===== config.mk =====
export PLATFORM = sky130hd
export DESIGN_NAME = onewire_rom_search_engine_top
export DESIGN_NICKNAME = d
export VERILOG_FILES = /design/src/rtl/core/owrs_pkg.sv /design/src/rtl/core/owrs_decide.sv /design/src/rtl/core/owrs_result_fifo.sv /design/src/rtl/core/onewire_rom_search_engine_top.sv
export SDC_FILE = /design/constraint.sdc
export NUM_CORES = 1
export LEC_CHECK = 0
export BUFFER_PORTS_ARGS = -buffer_cell sky130_fd_sc_hd__buf_2
export CORE_AREA = 2 2 222 224
export DETAILED_ROUTE_END_ITERATION = 6
export DIE_AREA = 0 0 224 226
export PLACE_DENSITY_LB_ADDON = 0.12
export SYNTH_ARGS = -nofsm -noshare
export SYNTH_HDL_FRONTEND = slang
export SYNTH_SLANG_ARGS = --single-unit
export TNS_END_PERCENT = 50

===== constraint.sdc =====
create_clock -name clk -period 6.8 [get_ports clk]
set_clock_uncertainty 0.2 [all_clocks]
set_input_delay 0.34 -clock clk [delete_from_list [all_inputs] [get_ports clk]]
set_output_delay 0.34 -clock clk [all_outputs]
set_load 0.05 [all_outputs]

===== src/rtl/core/owrs_pkg.sv =====
`default_nettype none

package owrs_pkg;

    localparam int ADDRESS_BITS = 64;
    localparam int IDX_W = $clog2(ADDRESS_BITS + 1);
    localparam int BIT_W = (ADDRESS_BITS > 1) ? $clog2(ADDRESS_BITS) : 1;
    localparam logic [63:0] ADDR_MASK = (ADDRESS_BITS >= 64) ? {64{1'b1}}
                                      : ((64'd1 << ADDRESS_BITS) - 64'd1);
    localparam logic [IDX_W-1:0] NO_BRANCH = IDX_W'(ADDRESS_BITS);

    localparam int RES_DEPTH = 4;
    localparam int RES_PTR_W = $clog2(RES_DEPTH);
    localparam int RES_CNT_W = $clog2(RES_DEPTH + 1);

    localparam logic [1:0] KIND_FIRST    = 2'd0;
    localparam logic [1:0] KIND_NEXT     = 2'd1;
    localparam logic [1:0] KIND_PRESENCE = 2'd2;
    localparam logic [1:0] KIND_PAIR     = 2'd3;

    localparam logic [2:0] ACT_RESET      = 3'd0;
    localparam logic [2:0] ACT_BYTE       = 3'd1;
    localparam logic [2:0] ACT_WRITE      = 3'd2;
    localparam logic [2:0] ACT_FOUND      = 3'd3;
    localparam logic [2:0] ACT_NONE       = 3'd4;
    localparam logic [2:0] ACT_VANISHED   = 3'd5;
    localparam logic [2:0] ACT_NOTPRESENT = 3'd6;

    localparam logic [7:0] CMD_SEARCH = 8'hF0;
    localparam logic [7:0] CMD_ALARM  = 8'hEC;

    typedef enum logic [2:0] {
        PH_IDLE       = 3'd0,
        PH_PRES_FIRST = 3'd1,
        PH_TRAVERSE   = 3'd2,
        PH_PRES_DESC  = 3'd3,
        PH_DESCEND    = 3'd4,
        PH_PRES_NEXT  = 3'd5,
        PH_TRACK      = 3'd6
    } phase_t;

    typedef struct packed {
        logic [1:0]  kind;
        logic        alarm;
        logic [63:0] address_in;
        logic        present;
        logic        id_bit;
        logic        cmp_bit;
    } item_t;

    typedef struct packed {
        logic [2:0]  action;
        logic [7:0]  value;
        logic [63:0] address_out;
        logic        last;
    } result_t;

    typedef struct packed {
        logic [1:0] count;
        result_t    first;
        result_t    second;
    } push_t;

    function automatic result_t make_result(input logic [2:0] act, input logic [7:0] val,
                                            input logic [63:0] addr, input logic last);
        result_t r;
        r.action      = act;
        r.value       = val;
        r.address_out = addr;
        r.last        = last;
        return r;
    endfunction

    function automatic logic pair_ok(input logic id, input logic cmp, input logic a);
        return !(id && cmp) && !((id != cmp) && (id != a));
    endfunction

endpackage

`default_nettype wire


===== src/rtl/core/owrs_decide.sv =====
`default_nettype none

module owrs_decide (
    input  wire logic            clk,
    input  wire logic            rst_n,
    input  wire logic            fire,
    input  wire owrs_pkg::item_t item,
    output owrs_pkg::push_t      push
);
    import owrs_pkg::*;

    phase_t            phase_reg, phase_next;
    logic [IDX_W-1:0]  bit_index_reg, bit_index_next;
    logic [IDX_W-1:0]  branch_index_reg, branch_index_next;
    logic [63:0]       work_address_reg, work_address_next;
    logic              alarm_flag_reg, alarm_flag_next;

    logic [BIT_W-1:0]  bit_sel;
    logic [IDX_W-1:0]  index_inc;
    logic              addr_bit;
    logic [63:0]       work_upd;

    assign bit_sel   = bit_index_reg[BIT_W-1:0];
    assign index_inc = bit_index_reg + IDX_W'(1);
    assign addr_bit  = work_address_reg[bit_sel];

    always_ff @(posedge clk or negedge rst_n)
    begin
        if (!rst_n)
        begin
            phase_reg        <= PH_IDLE;
            bit_index_reg    <= '0;
            branch_index_reg <= NO_BRANCH;
            work_address_reg <= '0;
            alarm_flag_reg   <= 1'b0;
        end
        else if (fire)
        begin
            phase_reg        <= phase_next;
            bit_index_reg    <= bit_index_next;
            branch_index_reg <= branch_index_next;
            work_address_reg <= work_address_next;
            alarm_flag_reg   <= alarm_flag_next;
        end
    end

    always_comb
    begin
        phase_next        = phase_reg;
        bit_index_next    = bit_index_reg;
        branch_index_next = branch_index_reg;
        work_address_next = work_address_reg;
        alarm_flag_next   = alarm_flag_reg;
        work_upd          = work_address_reg;
        push.count        = 2'd0;
        push.first        = make_result(ACT_RESET, 8'd0, 64'd0, 1'b1);
        push.second       = make_result(ACT_RESET, 8'd0, 64'd0, 1'b1);

        case (item.kind)
            KIND_FIRST, KIND_NEXT:
            begin
                alarm_flag_next   = item.alarm;
                bit_index_next    = '0;
                branch_index_next = NO_BRANCH;
                if (item.kind == KIND_FIRST)
                begin
                    work_address_next = '0;
                    phase_next        = PH_PRES_FIRST;
                end
                else
                begin
                    work_address_next = item.address_in & ADDR_MASK;
                    phase_next        = PH_PRES_DESC;
                end
                push.count = 2'd1;
            end
            KIND_PRESENCE:
            begin
                if (phase_reg == PH_PRES_FIRST || phase_reg == PH_PRES_DESC
                    || phase_reg == PH_PRES_NEXT)
                begin
                    push.count = 2'd1;
                    if (!item.present)
                    begin
                        phase_next = PH_IDLE;
                        if (phase_reg == PH_PRES_FIRST)
                            push.first.action = ACT_NONE;
                        else if (phase_reg == PH_PRES_DESC)
                            push.first.action = ACT_VANISHED;
                        else
                            push.first.action = ACT_NOTPRESENT;
                    end
                    else
                    begin
                        if (phase_reg == PH_PRES_FIRST)
                            phase_next = PH_TRAVERSE;
                        else if (phase_reg == PH_PRES_DESC)
                            phase_next = PH_DESCEND;
                        else
                            phase_next = PH_TRACK;
                        bit_index_next    = '0;
                        push.first.action = ACT_BYTE;
                        push.first.value  = alarm_flag_reg ? CMD_ALARM : CMD_SEARCH;
                    end
                end
            end
            default:
            begin
                case (phase_reg)
                    PH_TRAVERSE:
                    begin
                        push.count = 2'd1;
                        if (item.id_bit && item.cmp_bit)
                        begin
                            phase_next = PH_IDLE;
                            push.first.action = (alarm_flag_reg
                                && branch_index_reg >= NO_BRANCH) ? ACT_NONE : ACT_VANISHED;
                        end
                        else
                        begin
                            work_upd[bit_sel] = item.id_bit;
                            work_address_next = work_upd;
                            bit_index_next    = index_inc;
                            push.first.action = ACT_WRITE;
                            push.first.value  = {7'd0, item.id_bit};
                            if (index_inc >= NO_BRANCH)
                            begin
                                phase_next        = PH_IDLE;
                                push.count        = 2'd2;
                                push.first.last   = 1'b0;
                                push.second       = make_result(ACT_FOUND, 8'd0,
                                                                work_upd, 1'b1);
                            end
                        end
                    end
                    PH_DESCEND:
                    begin
                        push.count = 2'd1;
                        if (!pair_ok(item.id_bit, item.cmp_bit, addr_bit))
                        begin
                            phase_next        = PH_IDLE;
                            push.first.action = ACT_VANISHED;
                        end
                        else
                        begin
                            if (!item.id_bit && !item.cmp_bit && !addr_bit)
                                branch_index_next = bit_index_reg;
                            bit_index_next    = index_inc;
                            push.first.action = ACT_WRITE;
                            push.first.value  = {7'd0, addr_bit};
                            if (index_inc >= NO_BRANCH)
                            begin
                                push.count      = 2'd2;
                                push.first.last = 1'b0;
                                if (branch_index_next >= NO_BRANCH)
                                begin
                                    phase_next         = PH_IDLE;
                                    push.second.action = ACT_NONE;
                                end
                                else
                                begin
                                    phase_next         = PH_PRES_NEXT;
                                    push.second.action = ACT_RESET;
                                end
                            end
                        end
                    end
                    PH_TRACK:
                    begin
                        push.count = 2'd1;
                        if (bit_index_reg < branch_index_reg)
                        begin
                            if (!pair_ok(item.id_bit, item.cmp_bit, addr_bit))
                            begin
                                phase_next        = PH_IDLE;
                                push.first.action = ACT_VANISHED;
                            end
                            else
                            begin
                                bit_index_next    = index_inc;
                                push.first.action = ACT_WRITE;
                                push.first.value  = {7'd0, addr_bit};
                            end
                        end
                        else if (item.id_bit || item.cmp_bit)
                        begin
                            phase_next        = PH_IDLE;
                            push.first.action = ACT_VANISHED;
                        end
                        else
                        begin
                            work_upd[bit_sel] = 1'b1;
                            work_address_next = work_upd;
                            bit_index_next    = index_inc;
                            phase_next        = PH_TRAVERSE;
                            push.first.action = ACT_WRITE;
                            push.first.value  = 8'd1;
                            if (index_inc >= NO_BRANCH)
                            begin
                                phase_next      = PH_IDLE;
                                push.count      = 2'd2;
                                push.first.last = 1'b0;
                                push.second     = make_result(ACT_FOUND, 8'd0,
                                                              work_upd, 1'b1);
                            end
                        end
                    end
                    default:
                    begin
                        push.count = 2'd0;
                    end
                endcase
            end
        endcase
    end

endmodule

`default_nettype wire


===== src/rtl/core/owrs_result_fifo.sv =====
`default_nettype none

module owrs_result_fifo (
    input  wire logic            clk,
    input  wire logic            rst_n,
    input  wire logic            fire,
    input  wire owrs_pkg::push_t push,
    output logic                 room,
    output logic                 result_valid,
    input  wire logic            result_stall,
    output owrs_pkg::result_t    result
);
    import owrs_pkg::*;

    result_t               mem_reg [RES_DEPTH];
    logic [RES_PTR_W-1:0]  head_reg, head_next;
    logic [RES_PTR_W-1:0]  tail_reg, tail_next;
    logic [RES_CNT_W-1:0]  count_reg, count_next;
    logic [1:0]            push_n;
    logic                  pop;

    assign push_n       = fire ? push.count : 2'd0;
    assign result_valid = (count_reg != '0);
    assign result       = mem_reg[head_reg];
    assign pop          = result_valid && !result_stall;
    assign room         = (count_reg <= RES_CNT_W'(RES_DEPTH - 2));

    always_comb
    begin
        head_next  = pop ? head_reg + RES_PTR_W'(1) : head_reg;
        tail_next  = tail_reg + RES_PTR_W'(push_n);
        count_next = count_reg + RES_CNT_W'(push_n) - RES_CNT_W'(pop);
    end

    always_ff @(posedge clk or negedge rst_n)
    begin
        if (!rst_n)
        begin
            head_reg  <= '0;
            tail_reg  <= '0;
            count_reg <= '0;
        end
        else
        begin
            head_reg  <= head_next;
            tail_reg  <= tail_next;
            count_reg <= count_next;
        end
    end

    always_ff @(posedge clk)
    begin
        if (push_n != 2'd0)
            mem_reg[tail_reg] <= push.first;
        if (push_n == 2'd2)
            mem_reg[tail_reg + RES_PTR_W'(1)] <= push.second;
    end

endmodule

`default_nettype wire


===== src/rtl/core/onewire_rom_search_engine_top.sv =====
`default_nettype none

// Master-side decision logic of the 1-Wire ROM search: each item (start, presence result
// or read bit pair) is taken into an input register and decided against the search state
// once the result queue has room; the decision pushes none, one or two results into that
// four-entry queue, which feeds the result port. One item can be taken every cycle while
// item_stall is low; an item that yields two results needs two result transfers, so the
// sustained rate is set by how fast the queue drains, and item_stall rises while an item
// waits in the input register and the queue holds more than two results.
module onewire_rom_search_engine_top (
    input  wire logic              clk,
    input  wire logic              rst_n,
    input  wire logic              item_valid,
    output logic                   item_stall,
    input  wire owrs_pkg::item_t   item,
    output logic                   result_valid,
    input  wire logic              result_stall,
    output owrs_pkg::result_t      result
);
    import owrs_pkg::*;

    item_t   item_reg;
    logic    item_valid_reg, item_valid_next;
    logic    room;
    logic    fire;
    logic    take;
    push_t   push;

    assign fire            = item_valid_reg && room;
    assign item_stall      = item_valid_reg && !room;
    assign take            = item_valid && !item_stall;
    assign item_valid_next = take || (item_valid_reg && !fire);

    always_ff @(posedge clk or negedge rst_n)
    begin
        if (!rst_n)
            item_valid_reg <= 1'b0;
        else
            item_valid_reg <= item_valid_next;
    end

    always_ff @(posedge clk)
    begin
        if (take)
            item_reg <= item;
    end

    owrs_decide u_decide (
        .clk   (clk),
        .rst_n (rst_n),
        .fire  (fire),
        .item  (item_reg),
        .push  (push)
    );

    owrs_result_fifo u_fifo (
        .clk          (clk),
        .rst_n        (rst_n),
        .fire         (fire),
        .push         (push),
        .room         (room),
        .result_valid (result_valid),
        .result_stall (result_stall),
        .result       (result)
    );

endmodule

`default_nettype wire


# Word level (Yosys, flattened, before mapping)

Memory sizes are Yosys's and may differ from the RTL's.
Cells that the tools add are included.

Add/sub/neg operators: 6
Multiply operators: 0
Div/mod/pow operators: 0
Order comparisons: 7
Eq/ne operators: 21
Shifts and indexed selects: 0
Muxes and demuxes: 81
Bitwise gates (word level): 2
Reduce and logical (&&, ||, !) cells: 39

Operators with widths:

| operator                                                 | number |
|---|---|
| 2-to-1 mux 77 bit                                        | 6 |
| 2-to-1 mux 64 bit                                        | 4 |
| one-hot mux 64 bit (2 select lines)                      | 2 |
| one-hot mux 73 bit (2 select lines)                      | 1 |
| 2-to-1 mux 7 bit                                         | 12 |
| bitwise mux 64 bit                                       | 1 |
| bitwise OR 64 bit                                        | 1 |
| 2-to-1 mux 3 bit                                         | 16 |
| one-hot mux 11 bit (3 select lines)                      | 1 |
| one-hot mux 7 bit (2 select lines)                       | 2 |
| 2-to-1 mux 2 bit                                         | 11 |
| one-hot mux 11 bit (2 select lines)                      | 1 |
| greater-or-equal comparator 7 bit, second input constant | 3 |
| one-hot mux 7 bit (3 select lines)                       | 1 |
| AND reduction 6 bit                                      | 3 |
| logical AND 1 bit                                        | 12 |
| 2-to-1 mux 12 bit                                        | 1 |
| one-hot mux 4 bit (3 select lines)                       | 1 |
| 2-to-1 mux 11 bit                                        | 1 |
| 2-to-1 mux 1 bit                                         | 10 |
| != test 5 bit, second input constant                     | 2 |
| == test 3 bit, second input constant                     | 3 |
| zero test 1 bit                                          | 9 |
| != test 3 bit, second input constant                     | 3 |
| 38 further kinds                                         | 49 |

Flip-flop bits (word level): 160
Bits in latches: 0
RAM bits: 304
ROM bits: 0
Output and inout bits: 78
Logic and storage cells: 172
Memories kept: 1

Memory list:

| memory         | words | bits a word | read ports | clocked after memory_dff | wr ports | line                   | source |
|---|---|---|---|---|---|---|---|
| u_fifo.mem_reg | 4     | 76          | 1          | 0                        | 2        | owrs_result_fifo.sv:15 | `result_t mem_reg [RES_DEPTH];` |

# Longest topological paths before layout

Gate-level depths: netlist of the first run.

Depth in word-level cells: 15
Depth in mapped cells: 17
Depth with buffers taken out: 14

# By module

Synthesis of the first run repeated with hierarchy kept, for this count alone.

Cell total of the unflattened synthesis: 1870
Area, all modules: 25448.2 um^2

Modules (own cells, without submodules):

| module                        | instances | cells an instance | area each (um^2) | seq. area each (um^2) |
|---|---|---|---|---|
| owrs_result_fifo              | 1         | 785               | 15142.0          | 9303.9 |
| owrs_decide                   | 1         | 1009              | 8140.3           | 2053.2 |
| onewire_rom_search_engine_top | 1         | 76                | 2165.8           | 2127.0 |

# Least setup slack after synthesis of the first run

Ideal clock, no wire load.

Path type: flip-flop to flip-flop
From: register u_decide.bit_index_reg[0]
To: memory u_fifo.mem_reg[3][10] (netlist name), enable pin
Setup time: 0.710 ns
Arrival time: 3.762 ns
Data required time: 5.890 ns
Slack: 2.128 ns
Stages on the path, launching flop included: 14
Cell sequence: dfrtp_1 -> buf_4 -> or3_1 -> clkbuf_2 -> o32a_1 -> a31oi_1 -> nor3_1 -> and3_1 -> mux2_4 -> o21a_4 -> nand2_1 -> buf_4 -> buf_2 -> nand2_1

RTL lines:

| what                   | line                   | source |
|---|---|---|
| start, declared        | owrs_decide.sv:13      | `logic [IDX_W-1:0] bit_index_reg, bit_index_next;` |
| start signal, assigned | owrs_decide.sv:40      | `bit_index_reg <= bit_index_next;` |
| end, declared          | owrs_result_fifo.sv:15 |  |

==> flow_metrics.env, run 1 <==
export IMPL_grt_pass1_wl_um=97700
export IMPL_vias_per_cell=6.16
export IMPL_critPathRequiredTime_ns=6.89
export IMPL_clockBufferDepth=3
export IMPL_synth_compound_area_frac=0.156
export IMPL_worstSkewPairLatency_ns=0.59
export IMPL_first_iter_violations=1967
export IMPL_antenna_left=0
export IMPL_outcome="complete, no violations"
export IMPL_overflow=0
export IMPL_yosys_warnings=0
export IMPL_ys_seq_elements=448
export IMPL_port_buffers=150
export IMPL_fin_total_pwr_mw=10.8
export IMPL_n_antenna_cell=0
export IMPL_min_path_type="in -> async"
export IMPL_seq_area_frac_synth=0.594
export IMPL_grt_setup_unrepaired="no"
export IMPL_synth_area_mux_share=0.104
export IMPL_die_w_um=224
export IMPL_nFillCells=4117
export IMPL_relSlewSlack=0.292
export IMPL_design_core_area_mm2=0.0483
export IMPL_pre_cts_ws_ns=1.18
export IMPL_yosysTopAreaCellShare=0.471
export IMPL_async_flop_share=0.201
export IMPL_route_detailed_drc=0
export IMPL_synth_fp_nets=1863
export IMPL_postCtsSetupBuffers=0
export IMPL_cts_buffers=50
export IMPL_p_leak_nw=8.42
export IMPL_design_area_mm2=0.0251
export IMPL_synth_edff_count=338
export IMPL_yosys_top_cells_area="edfxtp_1 47%, dfrtp_1 10%, mux4_2 8.4%"
export IMPL_cp_slowest_cell="dfrtp_1"
export IMPL_synth_area_mm2=0.0216
export IMPL_vias=15893
export IMPL_worst_pin_slew_ns=1.06
export IMPL_dpl_hpwl_um=37500
export IMPL_start_kind="register"
export IMPL_grt_pass1_vias=15723
export IMPL_critPathMaxFanout=39
export IMPL_place_congestion=0.884
export IMPL_fin_crit_ns=5.70
export IMPL_fin_util=0.520
export IMPL_rows=81
export IMPL_grt_use_total=0.254
export IMPL_path_class="reg -> reg"
export IMPL_fin_nets=2002
export IMPL_crit_arrival_ns=5.79
export IMPL_synth_top_family_by_area="compound AO/OA/AOI/OAI gates"
export IMPL_cts_reportedPaths_clkPinSlew_ns=0.06
export IMPL_power_per_cell_area_mw_per_mm2=430
export IMPL_rr_endpoint="u_fifo.mem_reg[2][22]"
export IMPL_timing_final_ws_setup_ns=1.10
export IMPL_cts_tree="built"
export IMPL_r2r_setup_slack_ns=1.10
export IMPL_post_route_period_util=0.838
export IMPL_drive_gt1_frac=0.191
export IMPL_area_growth_pct=16.6
export IMPL_clock_sinks=448
export IMPL_netlist_instances=1777
export IMPL_cp_slowest_stage_delay_ns=0.82
export IMPL_synth_xor_area_frac=0.00325
export IMPL_hold_violations=0
export IMPL_drv_slew=0
export IMPL_path_cells="buf_4 -> mux2_2 -> a32o_1 -> a211oi_1 -> o211a_1 -> and3_1 -> nand2_1 -> a32oi_2 -> inv_2 -> o21ai_4 -> nand2_2 -> buf_12"
export IMPL_wl_per_cell_um=25.0
export IMPL_wirelength_um=64400
export IMPL_grt_max_degree=78
export IMPL_dieHeight_um=226
export IMPL_crit_path_end_kind="register"
export IMPL_initial_core_util=0.446
export IMPL_final_cell_mix="369 x nor2_1, 338 x edfxtp_1, 193 x o21ai_0"
export IMPL_drv_cap=0
export IMPL_io_pins=152
export IMPL_ir_worst_vdd_mv=0.507
export IMPL_final_setup_viol_count=0
export IMPL_r2r_cells=12
export IMPL_layout_commonest_cell="nor2_1"
export IMPL_path_delay_family="compound AO/OA/AOI/OAI gates"
export IMPL_antenna_found_initial=0
export IMPL_die_area_mm2=0.0506
export IMPL_synth_top_area_cell="edfxtp_1"
export IMPL_placed_area_mm2=0.0227
export IMPL_path_buf_inv=3
export IMPL_dr_pass1_iters=7
export IMPL_worstReg2RegStart="u_decide.bit_index_reg[2]"
export IMPL_synth_simple_gate_area_frac=0.0950
export IMPL_setup_tns_ns=0
export IMPL_largest_reg_flops=288
export IMPL_synth_cell_types=77
export IMPL_syn_area_per_cell_um2=12.1
export IMPL_cts_htree_levels=2
export IMPL_cts_root_buf="clkbuf_16"
export IMPL_synth_fa_ha_area_frac=0.00778
export IMPL_ys_flop_type="edfxtp_1"
export IMPL_fmax_mhz=175
[cells in the mapped netlist, types with 8 or more instances]
library cell  number
ha_1              11
nand2b_1           9
a21o_1             8
nor3_1             8
a22oi_1           69
buf_1             11
o21ai_0          193
inv_1             29
mux4_2            80
o221ai_1          65
nand2_1           61
nand3_1           21
dfrtp_1           89
dfxtp_1           20
buf_4             20
mux2i_1           35
edfxtp_1         338
o31a_1            58
a21oi_1           20
nor2_1           372
o31ai_1           11
buf_2             31
clkbuf_1          97
o22ai_1           11
[how the worst max path moves through the flow]
stage                         startpoint                    end  slack [ns]  depth (start not counted)
4_1_cts        u_decide.bit_index_reg[2]  u_fifo.mem_reg[2][19]        1.14                         12
5_1_grt        u_decide.bit_index_reg[1]  u_fifo.mem_reg[2][25]        0.70                         11
3_5_place_dp   u_decide.bit_index_reg[2]  u_fifo.mem_reg[2][29]        1.18                         12
2_1_floorplan  u_decide.bit_index_reg[0]  u_fifo.mem_reg[3][10]        2.13                         13
6_report       u_decide.bit_index_reg[2]  u_fifo.mem_reg[2][22]        1.10                         12
3_3_place_gp   u_decide.bit_index_reg[2]  u_fifo.mem_reg[3][12]        1.27                         12
[stage by stage]
step	instances	hold slack, ns
CTS	2580	0.0160
detailed placement	2413	0.110
finish	2580	0.0311
global route	2580	0.0677
floorplan	1777	-0.156
global placement	2413	0.114
[power by group]
group / internal, mW / leakage (nW) / switching, mW
Clock: 1.73 / 0.815 / 1.12
Combinational: 1.16 / 3.07 / 2.68
Sequential: 3.61 / 4.53 / 0.503
Total: 6.49 / 8.42 / 4.31
[cell type report]
class                           instances  area [µm²]  area share
Sequential cell                       448       12800       0.510
Inverter                               32         120     0.00478
Multi-Input combinational cell       1136        8010       0.319
Clock inverter                         24         314      0.0125
Tap cell                              622         778      0.0310
Clock buffer                           70        1420      0.0565
Timing Repair Buffer                  248        1680      0.0670
[cell families after synthesis]
kind of cell | after synthesis
mux | 123
simple gates | 502
flops | 448
compound gates | 489
other cells | 1
fa+ha+maj | 13
xor+xnor | 8
buf+inv | 193
[routing by layer]
metal	wire (µm)	up-vias	part of all wire	global-route usage
li1	-	7033	-	-
met1	27800	8104	0.43	0.359
met2	30600	660	0.48	0.410
met3	4170	96	0.065	0.0343
met4	1760	0	0.027	0.0822
met5	0	-	0	0
[worst reg2reg max path, stage by stage, from the launching register on]
cell      delay, ns
dfrtp_1        0.82
buf_4          0.37
mux2_2         0.37
a32o_1         0.20
a211oi_1       0.26
o211a_1        0.16
and3_1         0.49
nand2_1        0.14
a32oi_2        0.61
inv_2          0.30
o21ai_4        0.37
nand2_2        0.62
buf_12         0.44
[repair_timing]
action | 4_1_cts | 5_1_grt
endpoints found under the hold margin | 99 | 0
hold buffers | 73 | 0
gates resized for setup | 0 | 0
setup endpoints to repair | 0 | 0
Power figures use the tool's default switching activity.
==> run 2: changes to the inputs <==
--- a/config.mk
+++ b/config.mk
@@ -5,10 +5,11 @@
 export SDC_FILE = /design/constraint.sdc
 export NUM_CORES = 1
 export LEC_CHECK = 0
+export ABC_AREA = 1
 export BUFFER_PORTS_ARGS = -buffer_cell sky130_fd_sc_hd__buf_2
-export CORE_AREA = 2 2 222 224
+export CORE_AREA = 2 2 225 227
 export DETAILED_ROUTE_END_ITERATION = 6
-export DIE_AREA = 0 0 224 226
+export DIE_AREA = 0 0 227 229
 export PLACE_DENSITY_LB_ADDON = 0.12
 export SYNTH_ARGS = -nofsm -noshare
 export SYNTH_HDL_FRONTEND = slang
==> constraint.sdc (replaced) <==
create_clock -name clk -period 5.7 [get_ports clk]
set_clock_uncertainty 0.2 [all_clocks]
set_input_delay 0.285 -clock clk [delete_from_list [all_inputs] [get_ports clk]]
set_output_delay 0.285 -clock clk [all_outputs]
set_load 0.05 [all_outputs]
==> flow_metrics.env, run 2 <==
export IMPL_route_detailed_drc=0
export IMPL_grt_pass1_wl_um=107000
export IMPL_rows=82
export IMPL_synth_fp_nets=2622
export IMPL_design_core_area_mm2=0.0497
export IMPL_yosys_warnings=0
export IMPL_cts_reportedPaths_clkPinSlew_ns=0.06
export IMPL_clock_sinks=448
export IMPL_dpl_hpwl_um=43800
export IMPL_die_area_mm2=0.0520
export IMPL_drv_cap=0
export IMPL_cts_htree_levels=2
export IMPL_dr_pass1_iters=6
export IMPL_io_pins=152
export IMPL_seq_area_frac_synth=0.579
export IMPL_cts_tree="built"
export IMPL_initial_core_util=0.445
export IMPL_ir_worst_vdd_mv=0.332
export IMPL_async_flop_share=0.201
export IMPL_n_antenna_cell=0
export IMPL_p_leak_nw=9.93
export IMPL_power_frac_seq=0.331
export IMPL_yosys_top_cells_area="edfxtp_1 46%, dfrtp_1 10%, nor2_1 9.2%"
export IMPL_first_iter_violations=2005
export IMPL_wirelength_um=69900
export IMPL_setup_tns_ns=0
export IMPL_vias=18870
export IMPL_synth_simple_gate_area_frac=0.198
export IMPL_antenna_left=0
export IMPL_outcome="complete, no violations"
export IMPL_place_congestion=0.938
export IMPL_pwr_share_clk=0.239
export IMPL_die_w_um=227
export IMPL_overflow=0
export IMPL_area_growth_pct=17.5
export IMPL_drive_gt1_frac=0.114
export IMPL_clockBufferDepth=3
export IMPL_layout_commonest_cell="nor2_1"
export IMPL_yosysTopAreaCellShare=0.459
export IMPL_synth_compound_area_frac=0.150
export IMPL_synth_xor_area_frac=0.00311
export IMPL_fmax_mhz=218
export IMPL_hold_violations=0
export IMPL_path_class="reg -> reg"
export IMPL_drv_slew=0
export IMPL_synth_fa_ha_area_frac=0.00713
export IMPL_synth_edff_count=338
export IMPL_netSwitchingPower_mw=6.33
export IMPL_ys_seq_elements=448
export IMPL_port_buffers=150
export IMPL_worst_pin_slew_ns=1.15
export IMPL_grt_setup_unrepaired="no"
export IMPL_placed_cells=3243
export IMPL_final_cell_mix="539 x nor2_1, 433 x nand2_1, 372 x o21ai_0"
export IMPL_synth_area_mux_share=0
export IMPL_start_kind="register"
export IMPL_nFillCells=4669
export IMPL_p_sw_frac=0.447
export IMPL_min_path_type="in -> async"
export IMPL_synth_cell_types=44
export IMPL_fin_nets=2781
export IMPL_power_per_cell_area_mw_per_mm2=545
export IMPL_grt_max_degree=129
export IMPL_crit_path_end_kind="register"
export IMPL_ys_top_cells_by_count="542 x nor2_1, 437 x nand2_1, 372 x o21ai_0"
export IMPL_final_setup_viol_count=0
export IMPL_ys_flop_type="edfxtp_1"
export IMPL_cts_buffers=49
export IMPL_cts_root_buf="clkbuf_16"
export IMPL_synth_area_mm2=0.0221
export IMPL_netlist_instances=2536
export IMPL_critPathRequiredTime_ns=5.80
export IMPL_worstSkewPairLatency_ns=0.60
export IMPL_grt_use_total=0.269
export IMPL_relSlewSlack=0.232
export IMPL_synth_top_area_cell="edfxtp_1"
export IMPL_fin_crit_ns=4.58
export IMPL_internal_power_mw=7.84
export IMPL_wl_per_cell_um=20.5
export IMPL_postCtsSetupBuffers=0
export IMPL_vias_per_cell=5.54
export IMPL_synth_top_family_by_area="simple AND/OR/NAND/NOR gates"
export IMPL_largest_reg_flops=288
export IMPL_post_route_period_util=0.803
export IMPL_grt_pass1_vias=17599
export IMPL_dieHeight_um=229
export IMPL_crit_arrival_ns=4.68
export IMPL_synth_most_common_cell="nor2_1"
export IMPL_power_frac_comb=0.430
export IMPL_critPathMaxFanout=37
export IMPL_finalNonFillerCells=3407
export IMPL_antenna_found_initial=1
export IMPL_syn_area_per_cell_um2=8.72
[run 2: cell types whose count changed after synthesis, moves of 65 or more]
cell	previous run	this run
a22oi_1	69	0
inv_1	29	179
mux4_2	80	0
nand2_1	61	437
nand3_1	21	88
nor2_1	372	542
o21ai_0	193	372
o221ai_1	65	0
o22ai_1	11	117
[run 2: worst paths after layout]
| kind | start | endpoint | slack [ns] | cells past startpoint |
|---|---|---|---|---|
| setup / recovery | u_decide.bit_index_reg[0] | u_fifo.mem_reg[2][47] | 1.12 | 14 |
| hold / removal | rst_n | u_decide.branch_index_reg[5] | 0.02 | 2 |
| setup reg to reg | u_decide.bit_index_reg[0] | u_fifo.mem_reg[2][47] | 1.12 | 14 |
| hold reg to reg | u_fifo.mem_reg[1][0] | u_fifo.mem_reg[1][0] | 0.28 | 2 |
| max in group asynchronous | rst_n | u_fifo.head_reg[0] | 4.04 | 3 |
| min in group clk | item[60] | item_reg[60] | 0.19 | 2 |
[run 2: power groups by stage]
stage                     combinational, mW  clock, mW  sequential, mW
after floorplan                        4.41          0            4.64
after global placement                 6.01          0            4.72
after detailed placement               6.04          0            4.74
after CTS                              6.10       3.45            4.68
after global routing                   6.63       3.57            4.76
final                                  6.10       3.38            4.68
[run 2: cell type report]
type	count	area [µm²]	share of cell area
Sequential cell	448	12800	0.493
Timing Repair Buffer	278	1970	0.0759
Inverter	185	696	0.0268
Clock inverter	25	350	0.0135
Multi-Input combinational cell	1733	7940	0.306
Tap cell	672	841	0.0324
Clock buffer	66	1360	0.0524
[run 2: kinds of logic after synthesis]
family / Yosys count
other cells: 1
compound gates: 609
fa+ha+maj: 12
xor+xnor: 7
simple gates: 1104
buf+inv: 355
flops: 448
[run 2: critical path, cell delays in order (launching register included)]
cell and delay, ns:
dfrtp_1 0.38, inv_2 0.47, nand2_1 0.11, nand3_1 0.11, nand2_1 0.06, o21ai_0 0.42, nand2_1 0.09, nor2_1 0.20
nand3_1 0.15, nand2_1 0.22, nand3_1 0.14, nand2_2 0.27, nand3_4 0.38, nand2_2 0.73, buf_4 0.30
[run 2: stage by stage]
step | utilization | area (µm²) | hold slack (ns) | setup slack [ns] | power, mW
final | 0.523 | 26000 | 0.0151 | 1.12 | 14.2
after global routing | 0.523 | 26000 | 0.0658 | 0.761 | 15.0
after CTS | 0.523 | 26000 | 0.00437 | 1.10 | 14.2
after detailed placement | 0.474 | 23500 | 0.109 | 1.15 | 10.8
after global placement | 0.474 | 23500 | 0.106 | 1.22 | 10.7
after floorplan | - | 22100 | -0.211 | 1.10 | 9.06
[run 2: what timing repair did]
item | 4_1_cts | 5_1_grt
endpoints found under the hold margin | 112 | 0
gates resized for setup | 0 | 0
hold buffers | 73 | 0
[run 2: metal layers]
layer,vias to the layer above,track usage,share of wire
met3,95,0.0371,0.077
met1,9077,0.406,0.46
li1,8933,-,-
met4,0,0.0643,0.021
met5,-,0,0
met2,765,0.411,0.45
